$ cat src/ccl_pkg.sv
package ccl_pkg;

	localparam int VW = 6;
	localparam int CW = 7;
	localparam int MAX_VERTICES_DEF = 64;
	localparam logic [CW-1:0] VERTEX_COUNT_RST = CW'(64);

	localparam logic [1:0] CMD_EDGE  = 2'd0;
	localparam logic [1:0] CMD_RUN   = 2'd1;
	localparam logic [1:0] CMD_CLEAR = 2'd2;

	typedef enum logic [1:0] {
		ADJ_RD_IN,
		ADJ_RD_B,
		ADJ_RD_STACK,
		ADJ_RD_V
	} adj_rd_sel_t;

	typedef struct packed {
		logic        item_ready;
		logic        take_edge;
		logic        clear_adj;
		logic        run_init;
		adj_rd_sel_t adj_rd_sel;
		logic        adj_we;
		logic        adj_wr_b;
		logic        root_visit;
		logic        root_inc;
		logic        pop;
		logic        latch_v;
		logic        scan_step;
		logic        emit_start;
		logic        emit_load;
	} ccl_cmd_t;

	typedef struct packed {
		logic item_valid;
		logic item_edge_ok;
		logic item_run;
		logic item_clear;
		logic root_done;
		logic root_visited;
		logic depth_zero;
		logic scan_last;
		logic emit_last;
		logic out_free;
	} ccl_status_t;

endpackage

$ cat src/ccl_ctrl.sv
module ccl_ctrl import ccl_pkg::*; (
	input  logic        clk,
	input  logic        arst_n,
	input  ccl_status_t st,
	output ccl_cmd_t    cmd
);

	typedef enum logic [8:0] {
		S_IDLE     = 9'b000000001,
		S_EDGE_WA  = 9'b000000010,
		S_EDGE_WB  = 9'b000000100,
		S_ROOT     = 9'b000001000,
		S_POP      = 9'b000010000,
		S_POP_WAIT = 9'b000100000,
		S_SCAN     = 9'b001000000,
		S_EMIT_RD  = 9'b010000000,
		S_EMIT_WR  = 9'b100000000
	} state_t;

	state_t state_q, state_d;

	always_ff @(posedge clk or negedge arst_n) begin
		if (!arst_n) begin
			state_q <= S_IDLE;
		end else begin
			state_q <= state_d;
		end
	end

	always_comb begin
		cmd = '0;
		cmd.adj_rd_sel = ADJ_RD_IN;
		state_d = state_q;
		case (state_q)
			S_IDLE: begin
				cmd.item_ready = 1'b1;
				if (st.item_valid) begin
					if (st.item_edge_ok) begin
						cmd.take_edge = 1'b1;
						state_d = S_EDGE_WA;
					end else if (st.item_clear) begin
						cmd.clear_adj = 1'b1;
					end else if (st.item_run) begin
						cmd.run_init = 1'b1;
						state_d = S_ROOT;
					end
				end
			end
			S_EDGE_WA: begin
				// write the first row while the second one is read
				cmd.adj_we = 1'b1;
				cmd.adj_rd_sel = ADJ_RD_B;
				state_d = S_EDGE_WB;
			end
			S_EDGE_WB: begin
				cmd.adj_we = 1'b1;
				cmd.adj_wr_b = 1'b1;
				state_d = S_IDLE;
			end
			S_ROOT: begin
				if (st.root_done) begin
					cmd.emit_start = 1'b1;
					state_d = S_EMIT_RD;
				end else if (st.root_visited) begin
					cmd.root_inc = 1'b1;
				end else begin
					cmd.root_visit = 1'b1;
					state_d = S_POP;
				end
			end
			S_POP: begin
				if (st.depth_zero) begin
					cmd.root_inc = 1'b1;
					state_d = S_ROOT;
				end else begin
					cmd.pop = 1'b1;
					state_d = S_POP_WAIT;
				end
			end
			S_POP_WAIT: begin
				cmd.latch_v = 1'b1;
				cmd.adj_rd_sel = ADJ_RD_STACK;
				state_d = S_SCAN;
			end
			S_SCAN: begin
				cmd.adj_rd_sel = ADJ_RD_V;
				cmd.scan_step = 1'b1;
				if (st.scan_last) begin
					state_d = S_POP;
				end
			end
			S_EMIT_RD: begin
				state_d = S_EMIT_WR;
			end
			S_EMIT_WR: begin
				if (st.out_free) begin
					cmd.emit_load = 1'b1;
					state_d = st.emit_last ? S_IDLE : S_EMIT_RD;
				end
			end
			default: begin
				state_d = S_IDLE;
			end
		endcase
	end

endmodule

$ cat config.mk
export PLATFORM = sky130hd
export DESIGN_NAME = ccl_ctrl
export DESIGN_NICKNAME = d
export VERILOG_FILES = /design/src/ccl_pkg.sv /design/src/ccl_ctrl.sv
export SDC_FILE = /design/constraint.sdc
export NUM_CORES = 1
export LEC_CHECK = 0
export BUFFER_PORTS_ARGS = -buffer_cell sky130_fd_sc_hd__buf_2
export CELL_PAD_IN_SITES_DETAIL_PLACEMENT = 0
export CELL_PAD_IN_SITES_GLOBAL_PLACEMENT = 1
export CORE_ASPECT_RATIO = 1.4
export CORE_MARGIN = 5
export CORE_UTILIZATION = 36
export DETAILED_ROUTE_END_ITERATION = 8
export GPL_TIMING_DRIVEN = 1
export PLACE_DENSITY = 0.84
export SLEW_MARGIN = 40
export SYNTH_ARGS = -nofsm -noshare
export SYNTH_HDL_FRONTEND = slang
export SYNTH_SLANG_ARGS = --single-unit
$ cat constraint.sdc
create_clock -name clk -period 3.4 [get_ports clk]
set_clock_uncertainty 0.2 [all_clocks]
set_input_delay 0.68 -clock clk [delete_from_list [all_inputs] [get_ports clk]]
set_output_delay 0.68 -clock clk [all_outputs]
set_load 0.02 [all_outputs]
==> results.ini, run 1 <==
[run_status]
status = finished clean

[route]
viasPerCell = 5.352
routedWlPerCell_um = 13.25
drt_iter0_drc = 13
vias = 669
final_antenna_net_count = 0
drc_errors = 0
routed_wl_um = 1656
drtPass1Iterations = 4

[sta]
hold_viol = 0
slew_violations = 0
fin_crit_sh = 0.9394
fin_tns_setup_ps = 0
rsz0062_at_grt = false
period_minus_slack_ps = 3194
max_freq_ghz = 0.3131
slew_headroom = 0.7005
holdWs_ps = 66.35
finalSetupViolCount = 0
worstMarginPinSlew_ps = 445.6

[global_routing]
grtUsageTotal = 0.1300
grt_busiest_layer = met2
use_met1 = 0.1676
use_met3 = 0.01754
grt_pass1_wl_um = 2711
grt_pass1_vias = 649
globalRoute.totalOverflow = 0
antenna_found_initial = 0
grt_max_degree = 10
use_met2 = 0.2126

[setup_path]
cp.arrival_ps = 2310
critPathBufInv = 1
worst_ep_required_time_ps = 2520
cp_top_family = simple AND/OR/NAND/NOR gates
crit_path_cell_trace = or4_1 -> or2_4 -> nor4b_1 -> or2_1 -> buf_2
path_class = flip-flop to output port
slowest_delay_ps = 700
path_max_fanout = 7
worstSetupStartpointType = flip-flop
cp_slowest_cell = or4_1
end_kind = output port

[clock_tree]
cts_buffer_depth = 2
htree_levels = 1
cts_setup_buffers = 0
clkSlewWorstSetupHoldPaths_ps = 60
post_cts_resized = 0
root_buffer = clkbuf_4
clk_latency_ps = 250
clock-sinks = 9
ctsHoldBuffers = 0
cts_made_buffers = 3
cts_tree = done

[power_and_ir_drop]
p_int_mw = 0.3092
p_leak_nw = 0.4496
ir_worst_vdd_mv = 0.4478
p_sw_frac = 0.4454
power.switching_mw = 0.2484
powerDensity_nw_per_um2 = 654.4
clockPowerShare = 0.140
combPwrFrac = 0.571
seqPwrFrac = 0.289

[logic_synthesis]
synth_edf_count = 0
avgSynthCellArea_sq_um = 8.823
yosysTopAreaCell = dfrtp_1
ys_warn_count = 0
synthesis.area_sq_um = 679.4
ys_seq_area_frac = 0.3333
ys_types = 39
async_reset_ff_frac = 1.000
syn-num-nets = 89
post-synth-top-area-fraction = 0.2947
ys.flop_type = dfrtp_1
syn_inst = 77
synth_area_leaders = dfrtp_1 (29%), nor2_1 (5.5%), nand2b_1 (4.6%), dfstp_2 (3.9%), and3_1 (3.7%)
yosys_register_bits = 9

[floorplan]
rows = 18
start_util = 0.3819
fp.coreArea_sq_um = 1779
die_area_sq_um = 2868
die_w_um = 46.72
ioPinCount = 27
dieHeight_um = 61.40

[cells_and_area]
largest_reg_flops = 9
reg_top3 = state_q x9
nNetsFinal = 118
drive_gt1_frac = 0.3905
n_fill_cell = 188
syn2layout_area_growth_pct = 25.41
multi_input_area_sq_um = 436.7
regArea_sq_um = 226.5
largest_register = state_q
antenna_cells = 0

[placement]
dpl.hpwl_um = 1387
io_buffers = 26
place_congestion = 0.8365

[job]
drv_cap = 0

[worst_hold_path]
hp-class = input pin to asynchronous set/reset pin

per-stage QoR:
| step | util | cell area (sq um) | worst slack (ps) | power, mW | cells |
|---|---|---|---|---|---|
| after floorplan | - | 679.4 | 78.98 | 0.4091 | 77 |
| after global placement | 0.4641 | 825.8 | 525.1 | 0.4795 | 121 |
| after detailed placement | 0.4641 | 825.8 | 451.7 | 0.4824 | 121 |
| after CTS | 0.4789 | 852.1 | 162.3 | 0.5625 | 125 |
| after global routing | 0.4789 | 852.1 | 63.68 | 0.5982 | 125 |
| final | 0.4789 | 852.1 | 206.0 | 0.5576 | 125 |
synth_stat cells (all sizes together) (3+ instances only):
library cell	instances
and2	3
and3	4
dfrtp	8
nand2	3
nand2b	5
nor2	10
nor2b	3
nor4	5
o21ai	3
or2	5
per-layer routing:
| layer | wire (um) | up-vias |
|---|---|---|
| met1 | 687 | 302 |
| met5 | 0 | - |
| met4 | 17 | 0 |
| met3 | 135 | 2 |
| met2 | 816 | 27 |
| li1 | - | 338 |
worst register-to-register path: cells and delay by family, from the launching register on:
| kind | cells | cell delay [ps] |
|---|---|---|
| AND/OR/NAND/NOR | 3 | 1320 |
| flip-flops | 1 | 430 |
| AO/OA/AOI/OAI | 2 | 270 |
power groups by stage:
stage | registers (mW) | clock network, mW | logic, mW
2_1_floorplan | 0.157 | 0 | 0.252
3_3_place_gp | 0.161 | 0 | 0.318
3_5_place_dp | 0.163 | 0 | 0.319
4_1_cts | 0.161 | 0.0806 | 0.321
5_1_grt | 0.165 | 0.0847 | 0.348
6_report | 0.161 | 0.0782 | 0.318
kinds of logic (layout without fill, tap and decap cells):
group	Yosys count	in the layout	synth area share
fa+ha+maj	1	1	0.01657
compound gates	12	12	0.1344
xor+xnor	1	1	0.01289
flops	9	9	0.3333
buf+inv	4	32	0.02393
simple gates	50	50	0.4788
placed cells by master, fill, tap and decap left out, drive strengths merged, types with 2 or more instances in the layout:
| cell | synthesis | layout |
|---|---|---|
| a21oi | 2 | 2 |
| a311oi | 2 | 2 |
| and2 | 3 | 3 |
| and3 | 4 | 4 |
| buf | 1 | 26 |
| clkbuf | 1 | 4 |
| dfrtp | 8 | 8 |
| inv | 2 | 2 |
| nand2 | 3 | 3 |
| nand2b | 5 | 5 |
| nor2 | 10 | 10 |
| nor2b | 3 | 3 |
| nor4 | 5 | 5 |
| nor4b | 2 | 2 |
| o21ai | 3 | 3 |
| or2 | 5 | 5 |
| or3 | 2 | 2 |
| or4b | 2 | 2 |
final cells by class:
type,count,share of cell area
Sequential cell,9,0.2658
Clock buffer,4,0.03084
Tap cell,20,0.02937
Multi-Input combinational cell,64,0.5125
Inverter,2,0.008811
Timing Repair Buffer,26,0.1527
worst paths after layout:
check	start	endpoint	slack (ps)	cells after the start
worst max register to register	state_q[5]	state_q[3]	1050	5
worst max-delay path	state_q[5]	cmd[8]	210	5
worst min-delay path	arst_n	state_q[7]	70	1
max in group asynchronous	arst_n	state_q[0]	2690	1
worst min register to register	state_q[2]	state_q[2]	330	1
min in group clk	state_q[2]	state_q[2]	330	1
Note: power is estimated with default switching activity, not from simulation.
==> run 2: changes to the inputs <==
--- a/config.mk
+++ b/config.mk
@@ -5,15 +5,17 @@
 export SDC_FILE = /design/constraint.sdc
 export NUM_CORES = 1
 export LEC_CHECK = 0
+export ABC_AREA = 1
 export BUFFER_PORTS_ARGS = -buffer_cell sky130_fd_sc_hd__buf_2
 export CELL_PAD_IN_SITES_DETAIL_PLACEMENT = 0
 export CELL_PAD_IN_SITES_GLOBAL_PLACEMENT = 1
 export CORE_ASPECT_RATIO = 1.4
 export CORE_MARGIN = 5
-export CORE_UTILIZATION = 36
+export CORE_UTILIZATION = 34
 export DETAILED_ROUTE_END_ITERATION = 8
 export GPL_TIMING_DRIVEN = 1
 export PLACE_DENSITY = 0.84
+export REMOVE_ABC_BUFFERS = 1
 export SLEW_MARGIN = 40
 export SYNTH_ARGS = -nofsm -noshare
 export SYNTH_HDL_FRONTEND = slang
==> run 2 against run 1 <==
Effect of this change:
- synthesized cell count rose by 39%
- utilization fell by 2.9 points
- first-iteration DRC count rose by 7.7%
- critical path type unchanged
- largest cell class unchanged
- synthesized area rose by 2.2%
==> results.ini, run 2 <==
[logic_synthesis]
ys_types = 17  ; was 39
yosys-top-cells-count = nand2_1 (26), inv_1 (20), nor2_1 (19)  ; was nor2_1 (10), dfrtp_1 (8), nand2b_1 (5)
ys_seq_area_frac = 0.3261  ; was 0.3333
ys.flop_type = dfrtp_1  ; unchanged
avgSynthCellArea_sq_um = 6.490  ; was 8.823 sq um
syn_inst = 107  ; was 77
async_reset_ff_frac = 1.000  ; unchanged
synth_area_leaders = dfrtp_1 (29%), nand2_1 (14%), inv_1 (11%), nor2_1 (10%), nand3_2 (5.8%)  ; was dfrtp_1 (29%), nor2_1 (5.5%), nand2b_1 (4.6%), dfstp_2 (3.9%), and3_1 (3.7%)
yosysMostFrequentCell = nand2_1  ; was nor2_1
post-synth-top-area-fraction = 0.2883  ; was 0.2947
yosys_register_bits = 9  ; unchanged
ys_warn_count = 0  ; unchanged
synth_edf_count = 0  ; unchanged
yosysTopAreaCell = dfrtp_1  ; unchanged
synthesis.area_sq_um = 694.4  ; was 679.4 sq um

[route]
routed_wl_um = 1830  ; was 1656 um
drt_iter0_drc = 14  ; was 13
routedWlPerCell_um = 11.58  ; was 13.25 um
drtPass1Iterations = 4  ; unchanged
viasPerCell = 4.589  ; was 5.352
vias = 725  ; was 669
drc_errors = 0  ; unchanged
final_antenna_net_count = 0  ; unchanged

[power_and_ir_drop]
combPwrFrac = 0.569  ; was 0.571
p_int_mw = 0.2763  ; was 0.3092 mW
ir_worst_vdd_mv = 0.3862  ; was 0.4478 mV
p_sw_frac = 0.4931  ; was 0.4454
p_total_mw = 0.5451  ; was 0.5576 mW
clockPowerShare = 0.158  ; was 0.140
seqPwrFrac = 0.272  ; was 0.289
power.switching_mw = 0.2688  ; was 0.2484 mW
p_leak_nw = 0.5702  ; was 0.4496 nW
powerDensity_nw_per_um2 = 621.5  ; was 654.4 nW/um^2

[placement]
place_ws_ps = 1102  ; was 451.7 ps
place_congestion = 0.8478  ; was 0.8365
dpl.hpwl_um = 1566  ; was 1387 um
place_inst = 154  ; was 121
io_buffers = 26  ; unchanged

[global_routing]
globalRoute.totalOverflow = 0  ; unchanged
grt_max_degree = 10  ; unchanged
grt_pass1_wl_um = 3098  ; was 2711 um
grtUsageTotal = 0.1410  ; was 0.1300
grt_pass1_vias = 730  ; was 649
antenna_found_initial = 0  ; unchanged

[cells_and_area]
nNetsFinal = 150  ; was 118
antenna_cells = 0  ; unchanged
reg_top3 = state_q x9  ; unchanged
final_cell_count_no_fill = 158  ; was 125
drive_gt1_frac = 0.3285  ; was 0.3905
syn2layout_area_growth_pct = 26.31  ; was 25.41%
largest_register = state_q  ; unchanged
largest_reg_flops = 9  ; unchanged
final_cell_mix = nand2_1 (26), buf_2 (26), inv_1 (20)  ; was buf_2 (26), nor2_1 (10), dfrtp_1 (8)

[setup_path]
worst_ep_required_time_ps = 2520  ; about the same
path_max_fanout = 4  ; was 7
cp.arrival_ps = 1700  ; was 2310 ps
worstSetupStartpointType = flip-flop  ; unchanged
path_class = flip-flop to output port  ; unchanged
end_kind = output port  ; unchanged

[clock_tree]
clk_latency_ps = 260  ; was 250 ps
post_cts_resized = 0  ; unchanged
cts_setup_buffers = 0  ; unchanged
htree_levels = 1  ; unchanged
root_buffer = clkbuf_4  ; unchanged
ctsHoldBuffers = 0  ; unchanged
cts_tree = done  ; unchanged
cts_buffer_depth = 2  ; unchanged
clkSlewWorstSetupHoldPaths_ps = 70  ; was 60 ps
clock-sinks = 9  ; unchanged
cts_made_buffers = 3  ; unchanged

[sta]
fin_ws_ps = 822.7  ; was 206.0 ps
fin_tns_setup_ps = 0  ; unchanged
slew_headroom = 0.7599  ; was 0.7005
hold_viol = 0  ; unchanged
period_minus_slack_ps = 2577  ; was 3194 ps
finalSetupViolCount = 0  ; unchanged
max_freq_ghz = 0.3880  ; was 0.3131 GHz
rsz0062_at_grt = false  ; unchanged
holdWs_ps = 58.77  ; was 66.35 ps
fin_crit_sh = 0.7580  ; was 0.9394
worstMarginPinSlew_ps = 357.3  ; was 445.6 ps
slew_violations = 0  ; unchanged

[floorplan]
start_util = 0.3562  ; was 0.3819
die_w_um = 48.20  ; was 46.72 um
fp.coreArea_sq_um = 1949  ; was 1779 sq um
ioPinCount = 27  ; unchanged
rows = 19  ; was 18
die_area_sq_um = 3059  ; was 2868 sq um
dieHeight_um = 63.47  ; was 61.40 um

[job]
drv_cap = 0  ; unchanged

[worst_hold_path]
hp-class = input pin to asynchronous set/reset pin  ; unchanged

[run_status]
status = finished clean  ; unchanged

-- run 2: layout make-up --
cell class	count	area, sq um
fillers	219	1072
flip-flops and latches	9	226.5
well taps	21	26.28
inverters	21	78.83
clock buffers	4	26.28
repair buffers	26	130.1
multi-input cells	77	389.1
-- run 2: stage by stage --
step	util	cell area [sq um]
3_5_place_dp	0.4365	850.8
2_1_floorplan	-	694.4
6_report	0.4499	877.1
3_3_place_gp	0.4365	850.8
5_1_grt	0.4499	877.1
4_1_cts	0.4499	877.1
-- run 2: kinds of logic (layout without fill, tap and decap cells) --
kind of cell	count (synthesis)	after routing	synth area share
buffers and inverters	21	51	0.1135
AND/OR/NAND/NOR	70	70	0.5063
flip-flops	9	9	0.3261
AO/OA/AOI/OAI	7	7	0.05406
-- run 2: power by group through the flow --
stage	Sequential, mW	Clock, mW	Combinational (mW)
3_3_place_gp	0.150	0	0.311
6_report	0.148	0.0863	0.310
4_1_cts	0.148	0.0882	0.314
2_1_floorplan	0.147	0	0.236
5_1_grt	0.152	0.0908	0.348
3_5_place_dp	0.150	0	0.313
-- run 2: layer usage --
layer,global-route usage,share of wire,vias up
met5,0,0,-
met3,0.01140,0.055,4
met2,0.2222,0.53,24
met4,0.09091,0.021,0
li1,-,-,391
met1,0.1707,0.39,306
-- run 2: worst paths after layout --
| kind | startpoint | to | slack (ps) | depth (start not counted) |
|---|---|---|---|---|
| max | state_q[0] | cmd[11] | 820 | 7 |
| min | arst_n | state_q[6] | 60 | 1 |
| max reg2reg | state_q[0] | state_q[3] | 1770 | 9 |
| min reg2reg | state_q[0] | state_q[0] | 270 | 2 |
| max in group asynchronous | arst_n | state_q[0] | 2690 | 1 |
| min in group clk | state_q[0] | state_q[0] | 270 | 2 |
-- run 2: critical path: stages, from the launching register on --
cell and delay (ps):
dfstp_2 540, inv_1 50, nor2_1 80, nand2_1 140, nor2_4 170, nand2_1 100, nor4_1 160, buf_2 200
==> run 3: changes to the inputs <==
--- a/config.mk
+++ b/config.mk
@@ -11,10 +11,10 @@
 export CELL_PAD_IN_SITES_GLOBAL_PLACEMENT = 1
 export CORE_ASPECT_RATIO = 1.4
 export CORE_MARGIN = 5
-export CORE_UTILIZATION = 34
+export CORE_UTILIZATION = 31
 export DETAILED_ROUTE_END_ITERATION = 8
 export GPL_TIMING_DRIVEN = 1
-export PLACE_DENSITY = 0.84
+export PLACE_DENSITY = 0.78
 export REMOVE_ABC_BUFFERS = 1
 export SLEW_MARGIN = 40
 export SYNTH_ARGS = -nofsm -noshare
==> constraint.sdc (replaced) <==
create_clock -name clk -period 2.5 [get_ports clk]
set_clock_uncertainty 0.2 [all_clocks]
set_input_delay 0.5 -clock clk [delete_from_list [all_inputs] [get_ports clk]]
set_output_delay 0.5 -clock clk [all_outputs]
set_load 0.02 [all_outputs]
==> run 3 against run 2 <==
Effect of this change:
- power increased by 36%
- final cell count increased by 1.3%
- die area increased by 7.9%
- utilization decreased by 3.3 points
- via count increased by 2.5%
- critical path depth unchanged
- combinational power increased by 38%
- hold slack improved by 160 ps
- clock-buffer cell count unchanged
- critical endpoint unchanged
- global-route usage decreased by 2.1 points
==> results.ini, run 3 (synthesis gave the netlist of run 2 again) <==
[global_routing]
grt_pass1_wl_um = 3077  ; was 3098 um
globalRoute.totalOverflow = 0  ; unchanged
antenna_found_initial = 0  ; unchanged
grt_max_degree = 10  ; unchanged
grtUsageTotal = 0.1196  ; was 0.1410
grt_pass1_vias = 721  ; was 730

[placement]
dpl.hpwl_um = 1549  ; was 1566 um
place_congestion = 0.8179  ; was 0.8478
place_inst = 155  ; was 154
io_buffers = 26  ; unchanged
place_ws_ps = 361.4  ; was 1102 ps

[cells_and_area]
final_cell_count_no_fill = 160  ; was 158
n_fill_cell = 226  ; was 219
drive_gt1_frac = 0.3478  ; was 0.3285
final_cell_mix = buf_2 (26), nand2_1 (25), nor2_1 (19), inv_1 (19), dfrtp_1 (8)  ; was nand2_1 (26), buf_2 (26), inv_1 (20)
fin_util = 0.4169  ; was 0.4499
antenna_cells = 0  ; unchanged
largest_register = state_q  ; unchanged
nNetsFinal = 151  ; was 150
final_common_cell = buf_2
reg_top3 = state_q x9  ; unchanged
largest_reg_flops = 9  ; unchanged
syn2layout_area_growth_pct = 29.19  ; was 26.31%

[sta]
finalSetupViolCount = 0  ; unchanged
fin_crit_sh = 0.9500
slew_violations = 0  ; unchanged
fin_tns_setup_ps = 0  ; unchanged
slew_headroom = 0.7738  ; was 0.7599
period_minus_slack_ps = 2375
hold_viol = 0  ; unchanged
max_freq_ghz = 0.4211
worstMarginPinSlew_ps = 336.7  ; was 357.3 ps
fin_ws_ps = 125.1  ; was 822.7 ps
rsz0062_at_grt = false  ; unchanged

[power_and_ir_drop]
p_sw_frac = 0.4888  ; was 0.4931
p_total_mw = 0.7431  ; was 0.5451 mW
p_int_mw = 0.3799  ; was 0.2763 mW
combPwrFrac = 0.576  ; was 0.569
p_leak_nw = 0.5734  ; was 0.5702 nW
ir_worst_vdd_mv = 0.4241  ; was 0.3862 mV
power.switching_mw = 0.3632  ; was 0.2688 mW
powerDensity_nw_per_um2 = 828.3  ; was 621.5 nW/um^2
seqPwrFrac = 0.273  ; was 0.272
clockPowerShare = 0.151  ; was 0.158

[route]
viasPerCell = 4.644  ; was 4.589
drt_iter0_drc = 4  ; was 14
final_antenna_net_count = 0  ; unchanged
vias = 743  ; was 725
drtPass1Iterations = 3  ; was 4
routed_wl_um = 1785  ; was 1830 um
drc_errors = 0  ; unchanged
routedWlPerCell_um = 11.16  ; was 11.58 um

[setup_path]
path_max_fanout = 4  ; unchanged
worst_ep_required_time_ps = 1800  ; was 2520 ps
end_kind = output port  ; unchanged
worstSetupStartpointType = flip-flop  ; unchanged
cp.arrival_ps = 1670  ; was 1700 ps
path_class = flip-flop to output port  ; unchanged

[floorplan]
ioPinCount = 27  ; unchanged
die_area_sq_um = 3300  ; was 3059 sq um
die_w_um = 50  ; was 48.20 um
rows = 20  ; was 19
fp.coreArea_sq_um = 2152  ; was 1949 sq um
start_util = 0.3227  ; was 0.3562
dieHeight_um = 66  ; was 63.47 um

[job]
drv_cap = 0  ; unchanged

[clock_tree]
cts_buffer_depth = 2  ; unchanged
root_buffer = clkbuf_4  ; unchanged
cts_setup_buffers = 0  ; unchanged
clock-sinks = 9  ; unchanged
clk_latency_ps = 260  ; about the same
cts_tree = done  ; unchanged
cts_made_buffers = 3  ; unchanged
clkSlewWorstSetupHoldPaths_ps = 60  ; was 70 ps
htree_levels = 1  ; unchanged

[run_status]
status = finished clean  ; unchanged

[worst_hold_path]
hp-class = input pin to flip-flop  ; was input pin to asynchronous set/reset pin

-- run 3: cell count changes in the layout (fill, tap and decap cells not counted), sizes merged --
cell,change
dlygate4sd3,+1
-- run 3: stage by stage --
| step | cell area (sq um) | hold slack [ps] |
|---|---|---|
| floorplan | 694.4 | 4.409 |
| global placement | 852.1 | 161.3 |
| detailed placement | 852.1 | 158.9 |
| CTS | 888.4 | 213.9 |
| global route | 897.1 | 234.6 |
| finish | 897.1 | 217.3 |
-- run 3: what timing repair did --
item / CTS / global route
resized for setup: 0 / 3
hold buffers: 1 / 0
endpoints found under the setup margin: 0 / 2
endpoints found under the hold margin: 8 / 0
-- run 3: power by group through the flow --
stage / clock network [mW] / logic, mW / registers, mW
after floorplan: 0 / 0.321 / 0.200
after global placement: 0 / 0.420 / 0.204
after detailed placement: 0 / 0.421 / 0.205
after CTS: 0.116 / 0.425 / 0.202
after global routing: 0.123 / 0.492 / 0.206
final: 0.112 / 0.428 / 0.203
-- run 3: worst max-delay path, stage by stage (launching register included) --
cell and delay [ps]:
dfstp_2 550, inv_1 60, nor2_1 110, nand2_2 110, nor2_4 160, nand2_1 90, nor4_2 130, buf_2 200
-- run 3: metal layers --
metal	track usage	routed length [um]
met1	0.1375	729
met2	0.2075	898
met3	0.01354	106
met4	0.06885	51
met5	0	0
-- run 3: area by class of cell --
class	instances	area (sq um)	share of cell area
Clock buffer	4	26.28	0.02929
Multi-Input combinational cell	77	397.9	0.4435
Timing Repair Buffer	27	140.1	0.1562
Sequential cell	9	226.5	0.2524
Tap cell	22	27.53	0.03068
Inverter	21	78.83	0.08787
-- run 3: worst paths after layout --
path                            startpoint          to  slack [ps]  cells after the start
worst min register to register  state_q[0]  state_q[0]         280                      2
worst min-delay path                 st[3]  state_q[5]         220                      2
min in group asynchronous           arst_n  state_q[2]         410                      2
max in group asynchronous           arst_n  state_q[0]        1440                      2
worst max-delay path            state_q[0]     cmd[11]         130                      7
worst max register to register  state_q[0]  state_q[3]         850                      9
